## src/hw/rtl/assert_macros.svh

```systemverilog
// Assertion macros shared by the step-delay profile RTL.
// Depends on nothing; included by modules that carry assertions.
`ifndef ASSERT_MACROS_SVH
`define ASSERT_MACROS_SVH

// Property checked on every rising clock edge outside reset
`define ASSERT_CLK(lbl, clk, rstn, prop, msg) \
    lbl: assert property (@(posedge clk) disable iff (!(rstn)) (prop)) else $error(msg);

// Condition that must never hold outside reset
`define ASSERT_NEVER(lbl, clk, rstn, cond, msg) \
    lbl: assert property (@(posedge clk) disable iff (!(rstn)) !(cond)) else $error(msg);

`endif

```

## src/hw/rtl/tsdp_pkg.sv

```systemverilog
// Shared types and constants of the trapezoid step-delay profile.
// Used by tsdp_front, tsdp_back and the top level; depends on nothing.
package tsdp_pkg;

    // Register indexes on the configuration port
    localparam logic [1:0] CFG_SLOW = 2'd0;
    localparam logic [1:0] CFG_FAST = 2'd1;
    localparam logic [1:0] CFG_RAMP = 2'd2;

    // Phase codes reported with each result
    localparam logic [1:0] PH_ACCEL  = 2'd0;
    localparam logic [1:0] PH_DECEL  = 2'd1;
    localparam logic [1:0] PH_CRUISE = 2'd2;

    // Reset values of the registers
    localparam logic [15:0] SLOW_RST = 16'd2000;
    localparam logic [15:0] FAST_RST = 16'd500;
    localparam logic [15:0] RAMP_RST = 16'd200;

    // Quotient bits resolved by the divider; anything larger always saturates
    localparam int QB = 17;

    // Per-item control carried from classification to the output
    typedef struct packed {
        logic [15:0] base;      // delay the ramp term is applied to
        logic [15:0] divisor;   // ramp length, 1 when the term is zero
        logic        neg;       // ramp term is subtracted from base
        logic [1:0]  phase;
    } t_ctl;

endpackage

```

## src/hw/rtl/trapezoid_step_delay_profile.sv

```systemverilog
// Trapezoid step-delay profile: linear ramp delay per step of a move.
// The accepting edge loads the front register, then queue, multiply, range check, 17 divider
// stages, output register; one item per cycle while the result receiver does not stall.
// The rate is set by the restoring divider pipeline, one quotient bit per stage.
// Synchronous active-low reset clears all valid state and loads register defaults.
// Uses tsdp_pkg, tsdp_front, tsdp_queue and tsdp_back.
module trapezoid_step_delay_profile #(
    parameter int STEP_BITS = 31
) (
    input  logic                 i_clk,
    input  logic                 i_rst_n,
    // configuration write channel
    input  logic                 i_cfg_valid,
    output logic                 o_cfg_ready,
    input  logic [1:0]           i_cfg_index,
    input  logic [15:0]          i_cfg_data,
    // input items
    input  logic                 i_s_axis_tvalid,
    output logic                 o_s_axis_tready,
    // [STEP_BITS-1:0] step_index, [2*STEP_BITS-1:STEP_BITS] move_length, zero pad
    input  logic [((2*STEP_BITS+7)/8)*8-1:0] i_s_axis_tdata,
    // results
    output logic                 o_m_axis_tvalid,
    input  logic                 i_m_axis_tready,
    // [15:0] delay_us
    output logic [15:0]          o_m_axis_tdata,
    // [1:0] phase, [2] clipped, [7:3] zero
    output logic [7:0]           o_m_axis_tuser
);
    localparam int W      = (STEP_BITS > 16) ? STEP_BITS : 16;
    localparam int D_BITS = W + 1;
    localparam int QW     = $bits(tsdp_pkg::t_ctl) + 16 + D_BITS;

    logic              f_valid, f_ready;
    tsdp_pkg::t_ctl    f_ctl, b_ctl;
    logic [15:0]       f_mag, b_mag;
    logic [D_BITS-1:0] f_dist, b_dist;
    logic              b_valid, b_ready;
    logic [QW-1:0]     q_out;
    logic [1:0]        phase;
    logic              clipped;

    assign o_cfg_ready = 1'b1;

    tsdp_front #(
        .STEP_BITS (STEP_BITS),
        .D_BITS    (D_BITS)
    ) u_front (
        .i_clk       (i_clk),
        .i_rst_n     (i_rst_n),
        .i_cfg_valid (i_cfg_valid),
        .i_cfg_index (i_cfg_index),
        .i_cfg_data  (i_cfg_data),
        .i_valid     (i_s_axis_tvalid),
        .o_ready     (o_s_axis_tready),
        .i_step      (i_s_axis_tdata[STEP_BITS-1:0]),
        .i_len       (i_s_axis_tdata[2*STEP_BITS-1:STEP_BITS]),
        .o_valid     (f_valid),
        .i_ready     (f_ready),
        .o_ctl       (f_ctl),
        .o_mag       (f_mag),
        .o_dist      (f_dist)
    );

    tsdp_queue #(
        .WIDTH (QW)
    ) u_queue (
        .i_clk   (i_clk),
        .i_rst_n (i_rst_n),
        .i_valid (f_valid),
        .o_ready (f_ready),
        .i_data  ({f_ctl, f_mag, f_dist}),
        .o_valid (b_valid),
        .i_ready (b_ready),
        .o_data  (q_out)
    );

    assign {b_ctl, b_mag, b_dist} = q_out;

    tsdp_back #(
        .D_BITS (D_BITS)
    ) u_back (
        .i_clk     (i_clk),
        .i_rst_n   (i_rst_n),
        .i_valid   (b_valid),
        .o_ready   (b_ready),
        .i_ctl     (b_ctl),
        .i_mag     (b_mag),
        .i_dist    (b_dist),
        .o_valid   (o_m_axis_tvalid),
        .i_ready   (i_m_axis_tready),
        .o_delay   (o_m_axis_tdata),
        .o_phase   (phase),
        .o_clipped (clipped)
    );

    assign o_m_axis_tuser = {5'b00000, clipped, phase};

endmodule

```

## src/hw/rtl/tsdp_front.sv

```systemverilog
// Front end: configuration registers, input handshake and phase classification.
// Depends on tsdp_pkg.
module tsdp_front #(
    parameter int STEP_BITS = 31,
    parameter int D_BITS    = 32
) (
    input  logic                   i_clk,
    input  logic                   i_rst_n,
    // configuration write channel
    input  logic                   i_cfg_valid,
    input  logic [1:0]             i_cfg_index,
    input  logic [15:0]            i_cfg_data,
    // input items
    input  logic                   i_valid,
    output logic                   o_ready,
    input  logic [STEP_BITS-1:0]   i_step,
    input  logic [STEP_BITS-1:0]   i_len,
    // classified items toward the queue
    output logic                   o_valid,
    input  logic                   i_ready,
    output tsdp_pkg::t_ctl         o_ctl,
    output logic [15:0]            o_mag,
    output logic [D_BITS-1:0]      o_dist
);
    `include "assert_macros.svh"

    logic [15:0] r_slow, r_fast, r_ramp;
    logic        r_valid;
    tsdp_pkg::t_ctl r_ctl;
    logic [15:0] r_mag;
    logic [D_BITS-1:0] r_dist;

    logic [D_BITS-1:0] step_e, len_e, ramp_e, sum, dist_d;
    logic [16:0]       diff;
    logic              accel, decel, dneg, zero_term;
    tsdp_pkg::t_ctl    n_ctl;
    logic [15:0]       n_mag;
    logic [D_BITS-1:0] n_dist;

    // Configuration registers
    always_ff @(posedge i_clk) begin
        if (!i_rst_n) begin
            r_slow <= tsdp_pkg::SLOW_RST;
            r_fast <= tsdp_pkg::FAST_RST;
            r_ramp <= tsdp_pkg::RAMP_RST;
        end else if (i_cfg_valid) begin
            unique case (i_cfg_index)
                tsdp_pkg::CFG_SLOW: r_slow <= i_cfg_data;
                tsdp_pkg::CFG_FAST: r_fast <= i_cfg_data;
                tsdp_pkg::CFG_RAMP: r_ramp <= i_cfg_data;
                default: ;
            endcase
        end
    end

    // Classify: accel while step < ramp, decel once step + ramp >= len
    always_comb begin
        step_e    = D_BITS'(i_step);
        len_e     = D_BITS'(i_len);
        ramp_e    = D_BITS'(r_ramp);
        sum       = step_e + ramp_e;
        dist_d    = sum - len_e;
        accel     = step_e < ramp_e;
        decel     = !accel && (sum >= len_e);
        diff      = {1'b0, r_slow} - {1'b0, r_fast};
        dneg      = diff[16];
        n_mag     = dneg ? 16'(~diff + 17'd1) : diff[15:0];
        zero_term = (r_ramp == 16'd0) || !(accel || decel);

        n_ctl.divisor = zero_term ? 16'd1 : r_ramp;
        if (accel) begin
            n_ctl.base  = r_slow;
            n_ctl.neg   = !dneg;
            n_ctl.phase = tsdp_pkg::PH_ACCEL;
            n_dist      = step_e;
        end else if (decel) begin
            n_ctl.base  = r_fast;
            n_ctl.neg   = dneg;
            n_ctl.phase = tsdp_pkg::PH_DECEL;
            n_dist      = dist_d;
        end else begin
            n_ctl.base  = r_fast;
            n_ctl.neg   = 1'b0;
            n_ctl.phase = tsdp_pkg::PH_CRUISE;
            n_dist      = '0;
        end
        if (zero_term) begin
            n_dist = '0;
        end
    end

    assign o_ready = !r_valid || i_ready;

    // Output stage toward the queue
    always_ff @(posedge i_clk) begin
        if (!i_rst_n) begin
            r_valid <= 1'b0;
        end else if (o_ready) begin
            r_valid <= i_valid;
        end
    end

    always_ff @(posedge i_clk) begin
        if (o_ready && i_valid) begin
            r_ctl  <= n_ctl;
            r_mag  <= n_mag;
            r_dist <= n_dist;
        end
    end

    assign o_valid = r_valid;
    assign o_ctl   = r_ctl;
    assign o_mag   = r_mag;
    assign o_dist  = r_dist;

    // A held item never reports a phase outside the three codes
    `ASSERT_NEVER(a_front_phase, i_clk, i_rst_n,
        r_valid && (r_ctl.phase != tsdp_pkg::PH_ACCEL) && (r_ctl.phase != tsdp_pkg::PH_DECEL)
        && (r_ctl.phase != tsdp_pkg::PH_CRUISE), "front: bad phase code")
    // Zero divisor never reaches the back end
    `ASSERT_NEVER(a_front_div, i_clk, i_rst_n,
        r_valid && (r_ctl.divisor == 16'd0), "front: zero divisor")

endmodule

```

## src/hw/rtl/tsdp_queue.sv

```systemverilog
// Two-entry queue between the classifying front and the computing back.
// Depends on assert_macros.svh.
module tsdp_queue #(
    parameter int WIDTH = 8
) (
    input  logic             i_clk,
    input  logic             i_rst_n,
    input  logic             i_valid,
    output logic             o_ready,
    input  logic [WIDTH-1:0] i_data,
    output logic             o_valid,
    input  logic             i_ready,
    output logic [WIDTH-1:0] o_data
);
    `include "assert_macros.svh"

    logic [WIDTH-1:0] r_mem [2];
    logic             r_wr, r_rd;
    logic [1:0]       r_cnt;
    logic             push, pop;

    assign o_ready = (r_cnt != 2'd2);
    assign o_valid = (r_cnt != 2'd0);
    assign push    = i_valid && o_ready;
    assign pop     = o_valid && i_ready;
    assign o_data  = r_mem[r_rd];

    // Pointers and fill count
    always_ff @(posedge i_clk) begin
        if (!i_rst_n) begin
            r_wr  <= 1'b0;
            r_rd  <= 1'b0;
            r_cnt <= 2'd0;
        end else begin
            if (push) r_wr <= !r_wr;
            if (pop)  r_rd <= !r_rd;
            r_cnt <= r_cnt + 2'(push) - 2'(pop);
        end
    end

    // Storage
    always_ff @(posedge i_clk) begin
        if (push) begin
            r_mem[r_wr] <= i_data;
        end
    end

    `ASSERT_CLK(a_queue_cnt, i_clk, i_rst_n, r_cnt <= 2'd2, "queue: count overflow")

endmodule

```

## src/hw/rtl/tsdp_back.sv

```systemverilog
// Back end: ramp-term multiply, pipelined restoring divide, saturation, output register.
// Depends on tsdp_pkg.
module tsdp_back #(
    parameter int D_BITS = 32
) (
    input  logic              i_clk,
    input  logic              i_rst_n,
    // classified items from the queue
    input  logic              i_valid,
    output logic              o_ready,
    input  tsdp_pkg::t_ctl    i_ctl,
    input  logic [15:0]       i_mag,
    input  logic [D_BITS-1:0] i_dist,
    // results
    output logic              o_valid,
    input  logic              i_ready,
    output logic [15:0]       o_delay,
    output logic [1:0]        o_phase,
    output logic              o_clipped
);
    `include "assert_macros.svh"

    localparam int QB     = tsdp_pkg::QB;
    localparam int N_BITS = D_BITS + 16;
    localparam int HI     = N_BITS - QB;

    logic en;

    // multiply stage
    logic                 r_m_v;
    tsdp_pkg::t_ctl       r_m_ctl;
    logic [N_BITS-1:0]    r_m_prod;

    // divider stages; index 0 is the range check
    logic [QB:0]          r_v;
    tsdp_pkg::t_ctl       r_ctl [QB+1];
    logic                 r_ovf [QB+1];
    logic [15:0]          r_rem [QB+1];
    logic [QB-1:0]        r_low [QB+1];
    logic [QB-1:0]        r_q   [QB+1];

    logic [15:0]          n_rem [QB+1];
    logic [QB-1:0]        n_low [QB+1];
    logic [QB-1:0]        n_q   [QB+1];
    logic                 n_ovf0;

    // output register
    logic                 r_o_v;
    logic [15:0]          r_o_delay;
    logic [1:0]           r_o_phase;
    logic                 r_o_clip;
    logic [15:0]          n_o_delay;
    logic                 n_o_clip;
    logic [18:0]          sum;
    logic [18:0]          qe;

    // Whole back pipeline moves together unless the result is held
    assign en      = !r_o_v || i_ready;
    assign o_ready = en;

    // Quotient of 2^QB or more saturates in either direction; then one quotient bit per stage
    always_comb begin
        logic [16:0] t;
        n_ovf0   = r_m_prod[N_BITS-1:QB] >= HI'(r_m_ctl.divisor);
        n_rem[0] = r_m_prod[QB+15:QB];
        n_low[0] = r_m_prod[QB-1:0];
        n_q[0]   = '0;
        for (int k = 1; k <= QB; k++) begin
            t = {r_rem[k-1], r_low[k-1][QB-1]};
            if (t >= {1'b0, r_ctl[k-1].divisor}) begin
                n_rem[k] = 16'(t - {1'b0, r_ctl[k-1].divisor});
                n_q[k]   = {r_q[k-1][QB-2:0], 1'b1};
            end else begin
                n_rem[k] = t[15:0];
                n_q[k]   = {r_q[k-1][QB-2:0], 1'b0};
            end
            n_low[k] = {r_low[k-1][QB-2:0], 1'b0};
        end
    end

    // Apply the term to the base and saturate
    always_comb begin
        qe  = {2'b00, r_q[QB]};
        sum = {3'b000, r_ctl[QB].base} + (r_ctl[QB].neg ? (~qe + 19'd1) : qe);
        if (r_ovf[QB]) begin
            n_o_delay = r_ctl[QB].neg ? 16'h0000 : 16'hFFFF;
            n_o_clip  = 1'b1;
        end else if (sum[18]) begin
            n_o_delay = 16'h0000;
            n_o_clip  = 1'b1;
        end else if (sum[17:16] != 2'b00) begin
            n_o_delay = 16'hFFFF;
            n_o_clip  = 1'b1;
        end else begin
            n_o_delay = sum[15:0];
            n_o_clip  = 1'b0;
        end
    end

    // Valid bits
    always_ff @(posedge i_clk) begin
        if (!i_rst_n) begin
            r_m_v <= 1'b0;
            r_v   <= '0;
            r_o_v <= 1'b0;
        end else if (en) begin
            r_m_v <= i_valid;
            r_v   <= {r_v[QB-1:0], r_m_v};
            r_o_v <= r_v[QB];
        end
    end

    // Payload
    always_ff @(posedge i_clk) begin
        if (en) begin
            r_m_ctl  <= i_ctl;
            r_m_prod <= {{D_BITS{1'b0}}, i_mag} * {16'd0, i_dist};
            r_ctl[0] <= r_m_ctl;
            r_ovf[0] <= n_ovf0;
            r_rem[0] <= n_rem[0];
            r_low[0] <= n_low[0];
            r_q[0]   <= n_q[0];
            for (int k = 1; k <= QB; k++) begin
                r_ctl[k] <= r_ctl[k-1];
                r_ovf[k] <= r_ovf[k-1];
                r_rem[k] <= n_rem[k];
                r_low[k] <= n_low[k];
                r_q[k]   <= n_q[k];
            end
            r_o_delay <= n_o_delay;
            r_o_phase <= r_ctl[QB].phase;
            r_o_clip  <= n_o_clip;
        end
    end

    assign o_valid   = r_o_v;
    assign o_delay   = r_o_delay;
    assign o_phase   = r_o_phase;
    assign o_clipped = r_o_clip;

    // A clipped result sits at one of the two rails
    `ASSERT_CLK(a_back_clip, i_clk, i_rst_n,
        (r_o_v && r_o_clip) |-> ((r_o_delay == 16'h0000) || (r_o_delay == 16'hFFFF)),
        "back: clipped delay off the rails")
    // A stalled pipeline keeps its occupancy
    `ASSERT_CLK(a_back_hold, i_clk, i_rst_n,
        !en |=> ($stable(r_v) && $stable(r_m_v)), "back: pipeline moved while stalled")

endmodule

```

## config.mk

```make
export PLATFORM = sky130hd
export DESIGN_NAME = trapezoid_step_delay_profile
export DESIGN_NICKNAME = d
export VERILOG_FILES = /design/src/hw/rtl/tsdp_pkg.sv /design/src/hw/rtl/trapezoid_step_delay_profile.sv /design/src/hw/rtl/tsdp_front.sv /design/src/hw/rtl/tsdp_queue.sv /design/src/hw/rtl/tsdp_back.sv
export VERILOG_INCLUDE_DIRS = /design/src /design/src/hw/rtl
export SDC_FILE = /design/constraint.sdc
export NUM_CORES = 2
export LEC_CHECK = 0
export BUFFER_PORTS_ARGS = -buffer_cell sky130_fd_sc_hd__buf_4
export CAP_MARGIN = 40
export CORE_MARGIN = 1
export CORE_UTILIZATION = 30
export CTS_CLUSTER_DIAMETER = 50
export DETAILED_ROUTE_END_ITERATION = 8
export SYNTH_ARGS = -nofsm -noshare
export SYNTH_HDL_FRONTEND = slang
export SYNTH_HIERARCHICAL = 1
export SYNTH_SLANG_ARGS = --single-unit
```

## constraint.sdc

```tcl
create_clock -name i_clk -period 47.3 [get_ports i_clk]
set_input_delay 2.365 -clock i_clk [delete_from_list [all_inputs] [get_ports i_clk]]
set_output_delay 2.365 -clock i_clk [all_outputs]
set_load 0.1 [all_outputs]
```

==> results.md <==
- The run finished with clean final reports.
- The count of final hold-check violations is 0.
- The total die area is between 300000 and 400000 um^2.
- In the synthesized netlist the async set-or-reset flop fraction comes to 0.
- The largest single stage delay on the critical path is approximately 600 ps.
- The first detailed-routing pass ran for 6 iterations.
- The number of antenna diodes in the final layout is 0.
- The largest individual stage delay along the critical path comes from the cell sky130_fd_sc_hd__mux2_2.
- The vias per cell is between 4 and 5.
- During placement, the flow inserted port buffers numbering roughly 110.
- The floorplan step set the die height to 551 um.
- For the worst-skew pair, the clock arrives at the later sink with an insertion delay of around 850 ps.
- The H-tree was split into 4 levels.
- The layout cell share with drive strength beyond 1 is 0.0879.
- The endpoint required time on the critical path is ~48000 ps.
- After detailed routing, the number of remaining DRC violations is 0.
- Summing all flip-flop and latch instances after layout gives between 40000 and 50000 um^2.
- The slew at the pin closest to its max-slew limit is just over 900 ps.
- Max-cap violations in this run came to 0.
- The final count of negative-setup-slack endpoints is 0.
- Each instance of the synthesized netlist takes up on average between 10 and 15 um^2.
- The layout has roughly 29000 filler cells.
- The final layout contains between 8000 and 9000 nets.
- In the final layout, the multi-input gates occupy 37500 um^2.
- The most common cell type on the critical path is sky130_fd_sc_hd__fa_1.
- The met3 track demand over resource in global routing is 0.0199.
- For this run, the total global-route usage over all layers was measured as 0.120.
- The TritonCTS clock tree is built.
- The worst setup path is captured at a flop.
- In this run the horizontal extent of the chip is roughly 550 um.
- Yosys printed 6 warnings.
- Setup repair after global routing left no endpoint under its margin.
- roughly 110 I/O pins were placed.
- The met2 usage in global routing is 0.205.
- The area of the core region is ~300000 um^2.
- The routed design has approximately 190000 um of wire.
- The tree built by TritonCTS fans out to roughly 1600 sinks.
- The kind of launch point of the worst setup path is a flop.
- The number of buffers created by CTS is about 190.
- The commonest non-fill, non-tap cell in the layout is sky130_fd_sc_hd__edfxtp_1.
- At the end of routability-driven placement, the weighted congestion stood at around 0.89.
- The critical path goes through buf_4 > buf_16 > mux2_2 > buf_16 > nand2_1 > fa_1 > inv_1 > fa_1 > fa_1 > fa_1 > fa_1 > inv_1 > fa_1 > inv_1 > ha_1 > and4_1 > and3_1 > a41oi_1 > a31oi_1 > a31oi_1 > o21ai_1 > and4b_1 > a211o_1.
- After global routing, the most crowded layer is met2.
- For this run, the register share of the synthesized area comes to 0.535.
- In this run, synthesis inferred about 1600 flip-flops with an integrated enable.
- In the final routed layout, each cell accounts on average for about 16 um.
- The total grt overflow is 0.
- The number of DRC markers after the initial detailed-route iteration is between 3000 and 4000.
- Counting every instance in the synthesized netlist gives approximately 7200.
- In this run, distinct cell masters in the synthesized netlist total approximately 120.
- Once the clock tree was built, the resizer swapped 0 gates to a different size.
- The synthesized area is 90300 um^2.
- The clock-pin slew reported for the worst setup and hold paths after clock tree synthesis is about 60 ps.
- The first global-routing pass estimated roughly 300000 um of wire.
- The initialized floorplan defines 201 standard-cell rows.
- Based on the critical path, the design can be clocked at up to approximately 0.12 GHz.
- The critical-path maximum fanout is 44.
- The starting density of the core is 0.302.
- The headroom to the max-slew limit is 0.371.
- The worst-case hold slack is approximately 350 ps.
- The worst-case register-to-register setup slack is 38970 ps.
- The via count of the first global-routing pass came to around 56000.
- The main flop type after synthesis is sky130_fd_sc_hd__edfxtp_1.
- In this run the post-CTS setup repair buffer count came out at 0.
- The flip-flop and latch count after synthesis is between 1500 and 2000.
- The clock passes through at most 4 buffers.
- The final critical-path share of the clock period is 0.176.
- STA puts the critical path data arrival time at just under 9000 ps.
- The number of nets still failing antenna checks after routing is 0.
- Clock skew on the completed layout was measured at approximately 80 ps.
- The number of hold buffers added after CTS is 0.
- From synthesis to final layout, the design area changed by 13.0%.
- The count of final max-slew check failures is 0.
- In the global route stage, met1 resource usage came out at 0.154.
- The root buffer selected by CTS is sky130_fd_sc_hd__clkbuf_16.
- The minimum clock period is between 8000 and 9000 ps.
- Entering global routing, the biggest net connects 172 pins.
- The initial antenna violation count was 0.
- The aggregate negative setup slack is 0 ps.
- The critical path start-end classification is flop to flop.
- The tightest min-delay check is of the flop to flop type.
- The placed wire-length estimate after detailed placement is ~130000 um.
- The top cell types in the final layout, fill and taps aside, are sky130_fd_sc_hd__edfxtp_1, sky130_fd_sc_hd__inv_1, sky130_fd_sc_hd__nand2_1, sky130_fd_sc_hd__ha_1, sky130_fd_sc_hd__fa_1.
- The number of vias after detailed routing is roughly 54000.
==> final timing paths <==
kind / start / end / depth (start not counted)
min reg2reg: u_back/r_low[11][11] / u_back/r_low[12][12] / 0
max: flop / u_back/r_m_prod[42] / 23
max reg2reg: flop / u_back/r_m_prod[42] / 23
min: u_back/r_low[11][11] / u_back/r_low[12][12] / 0
==> per-layer routing <==
layer  vias to the layer above  routed length, um
li1                      25800                  -
met1                     26400              82600
met2                      1334              88100
met3                       358               8810
met4                         0               5560
met5                         -                  0
==> sequential cells by signal, indices dropped and copies added (netlist names), 18 cells and up, named ones only <==
name             cells
u_back/r_ctl       614
u_back/r_low       153
u_back/r_m_ctl      35
u_back/r_m_prod     48
u_back/r_ovf        18
u_back/r_q         153
u_back/r_rem       272
u_back/r_v          18
u_front/o_ctl       35
u_front/o_dist      32
u_queue/r_mem      166
==> cell type report <==
| type | count | share of cell area |
|---|---|---|
| clock buffer | 211 | 0.0467 |
| clock inverter | 112 | 0.0113 |
| inverter | 977 | 0.0360 |
| multi-input combinational | 4449 | 0.367 |
| sequential | 1635 | 0.474 |
| tap | 3958 | 0.0485 |
| timing repair buffer | 172 | 0.0159 |
==> kinds of logic (layout without fill, tap and decap cells) <==
group,after synthesis,in the layout,share of synthesized area
AO/OA/AOI/OAI,1095,1095,0.0843
XOR/XNOR,253,253,0.0245
adder cells (fa/ha/maj),944,944,0.167
buffers and inverters,1156,1472,0.0498
flip-flops,1635,1635,0.535
multiplexers,327,327,0.0400
other,2,6,0.0000832
AND/OR/NAND/NOR,1824,1824,0.0986
==> critical path, delay by kind of cell (launching register included) <==
family,cells,cell delay (ps)
muxes,1,600
and+or+nand+nor,4,890
adders and majority gates,7,3520
AOI/OAI and AO/OA,5,1430
DFF,1,350
buffers and inverters,6,1160
==> synth_stat cells (29+ instances only) <==
master | number | share of area
sky130_fd_sc_hd__edfxtp_1 | 1561 | 0.52
sky130_fd_sc_hd__inv_1 | 973 | 0.040
sky130_fd_sc_hd__nand2_1 | 658 | 0.027
sky130_fd_sc_hd__ha_1 | 506 | 0.070
sky130_fd_sc_hd__fa_1 | 438 | 0.097
sky130_fd_sc_hd__nor2_1 | 339 | 0.014
sky130_fd_sc_hd__a21oi_1 | 234 | 0.013
sky130_fd_sc_hd__and2_1 | 233 | 0.016
sky130_fd_sc_hd__xnor2_1 | 180 | 0.017
sky130_fd_sc_hd__mux2_1 | 169 | 0.021
sky130_fd_sc_hd__o21ai_0 | 151 | 0.0084
sky130_fd_sc_hd__clkbuf_1 | 128 | 0.0053
sky130_fd_sc_hd__nor3_1 | 113 | 0.0063
sky130_fd_sc_hd__mux2_2 | 105 | 0.013
sky130_fd_sc_hd__o21a_1 | 105 | 0.0087
sky130_fd_sc_hd__nand3_1 | 101 | 0.0056
sky130_fd_sc_hd__a21o_1 | 78 | 0.0065
sky130_fd_sc_hd__dfxtp_1 | 74 | 0.016
sky130_fd_sc_hd__xor2_1 | 73 | 0.0071
sky130_fd_sc_hd__a21boi_0 | 70 | 0.0058
sky130_fd_sc_hd__nand4_1 | 62 | 0.0043
sky130_fd_sc_hd__nor2b_1 | 61 | 0.0042
sky130_fd_sc_hd__mux2i_1 | 53 | 0.0059
sky130_fd_sc_hd__nand2b_1 | 48 | 0.0033
sky130_fd_sc_hd__o21ai_1 | 48 | 0.0027
sky130_fd_sc_hd__a211oi_1 | 37 | 0.0031
sky130_fd_sc_hd__and3_1 | 37 | 0.0026
sky130_fd_sc_hd__o21bai_1 | 37 | 0.0031
sky130_fd_sc_hd__nor4_1 | 35 | 0.0024
sky130_fd_sc_hd__or3_1 | 35 | 0.0024
sky130_fd_sc_hd__a31oi_1 | 34 | 0.0024
sky130_fd_sc_hd__o211ai_1 | 29 | 0.0024
==> metrics by stage <==
step	std cells	area, um^2	worst slack (ps)	util
after global routing	11500	102000	38470	0.341
after detailed placement	11200	96100	38860	0.321
after floorplan	7240	90300	4800	-
after CTS	11500	102000	38950	0.341
after global placement	11200	95600	38490	0.319
final	11500	102000	38970	0.341
Power is not shown: default switching activity piles up to over one toggle a cycle in this logic, so the estimate is an artifact.
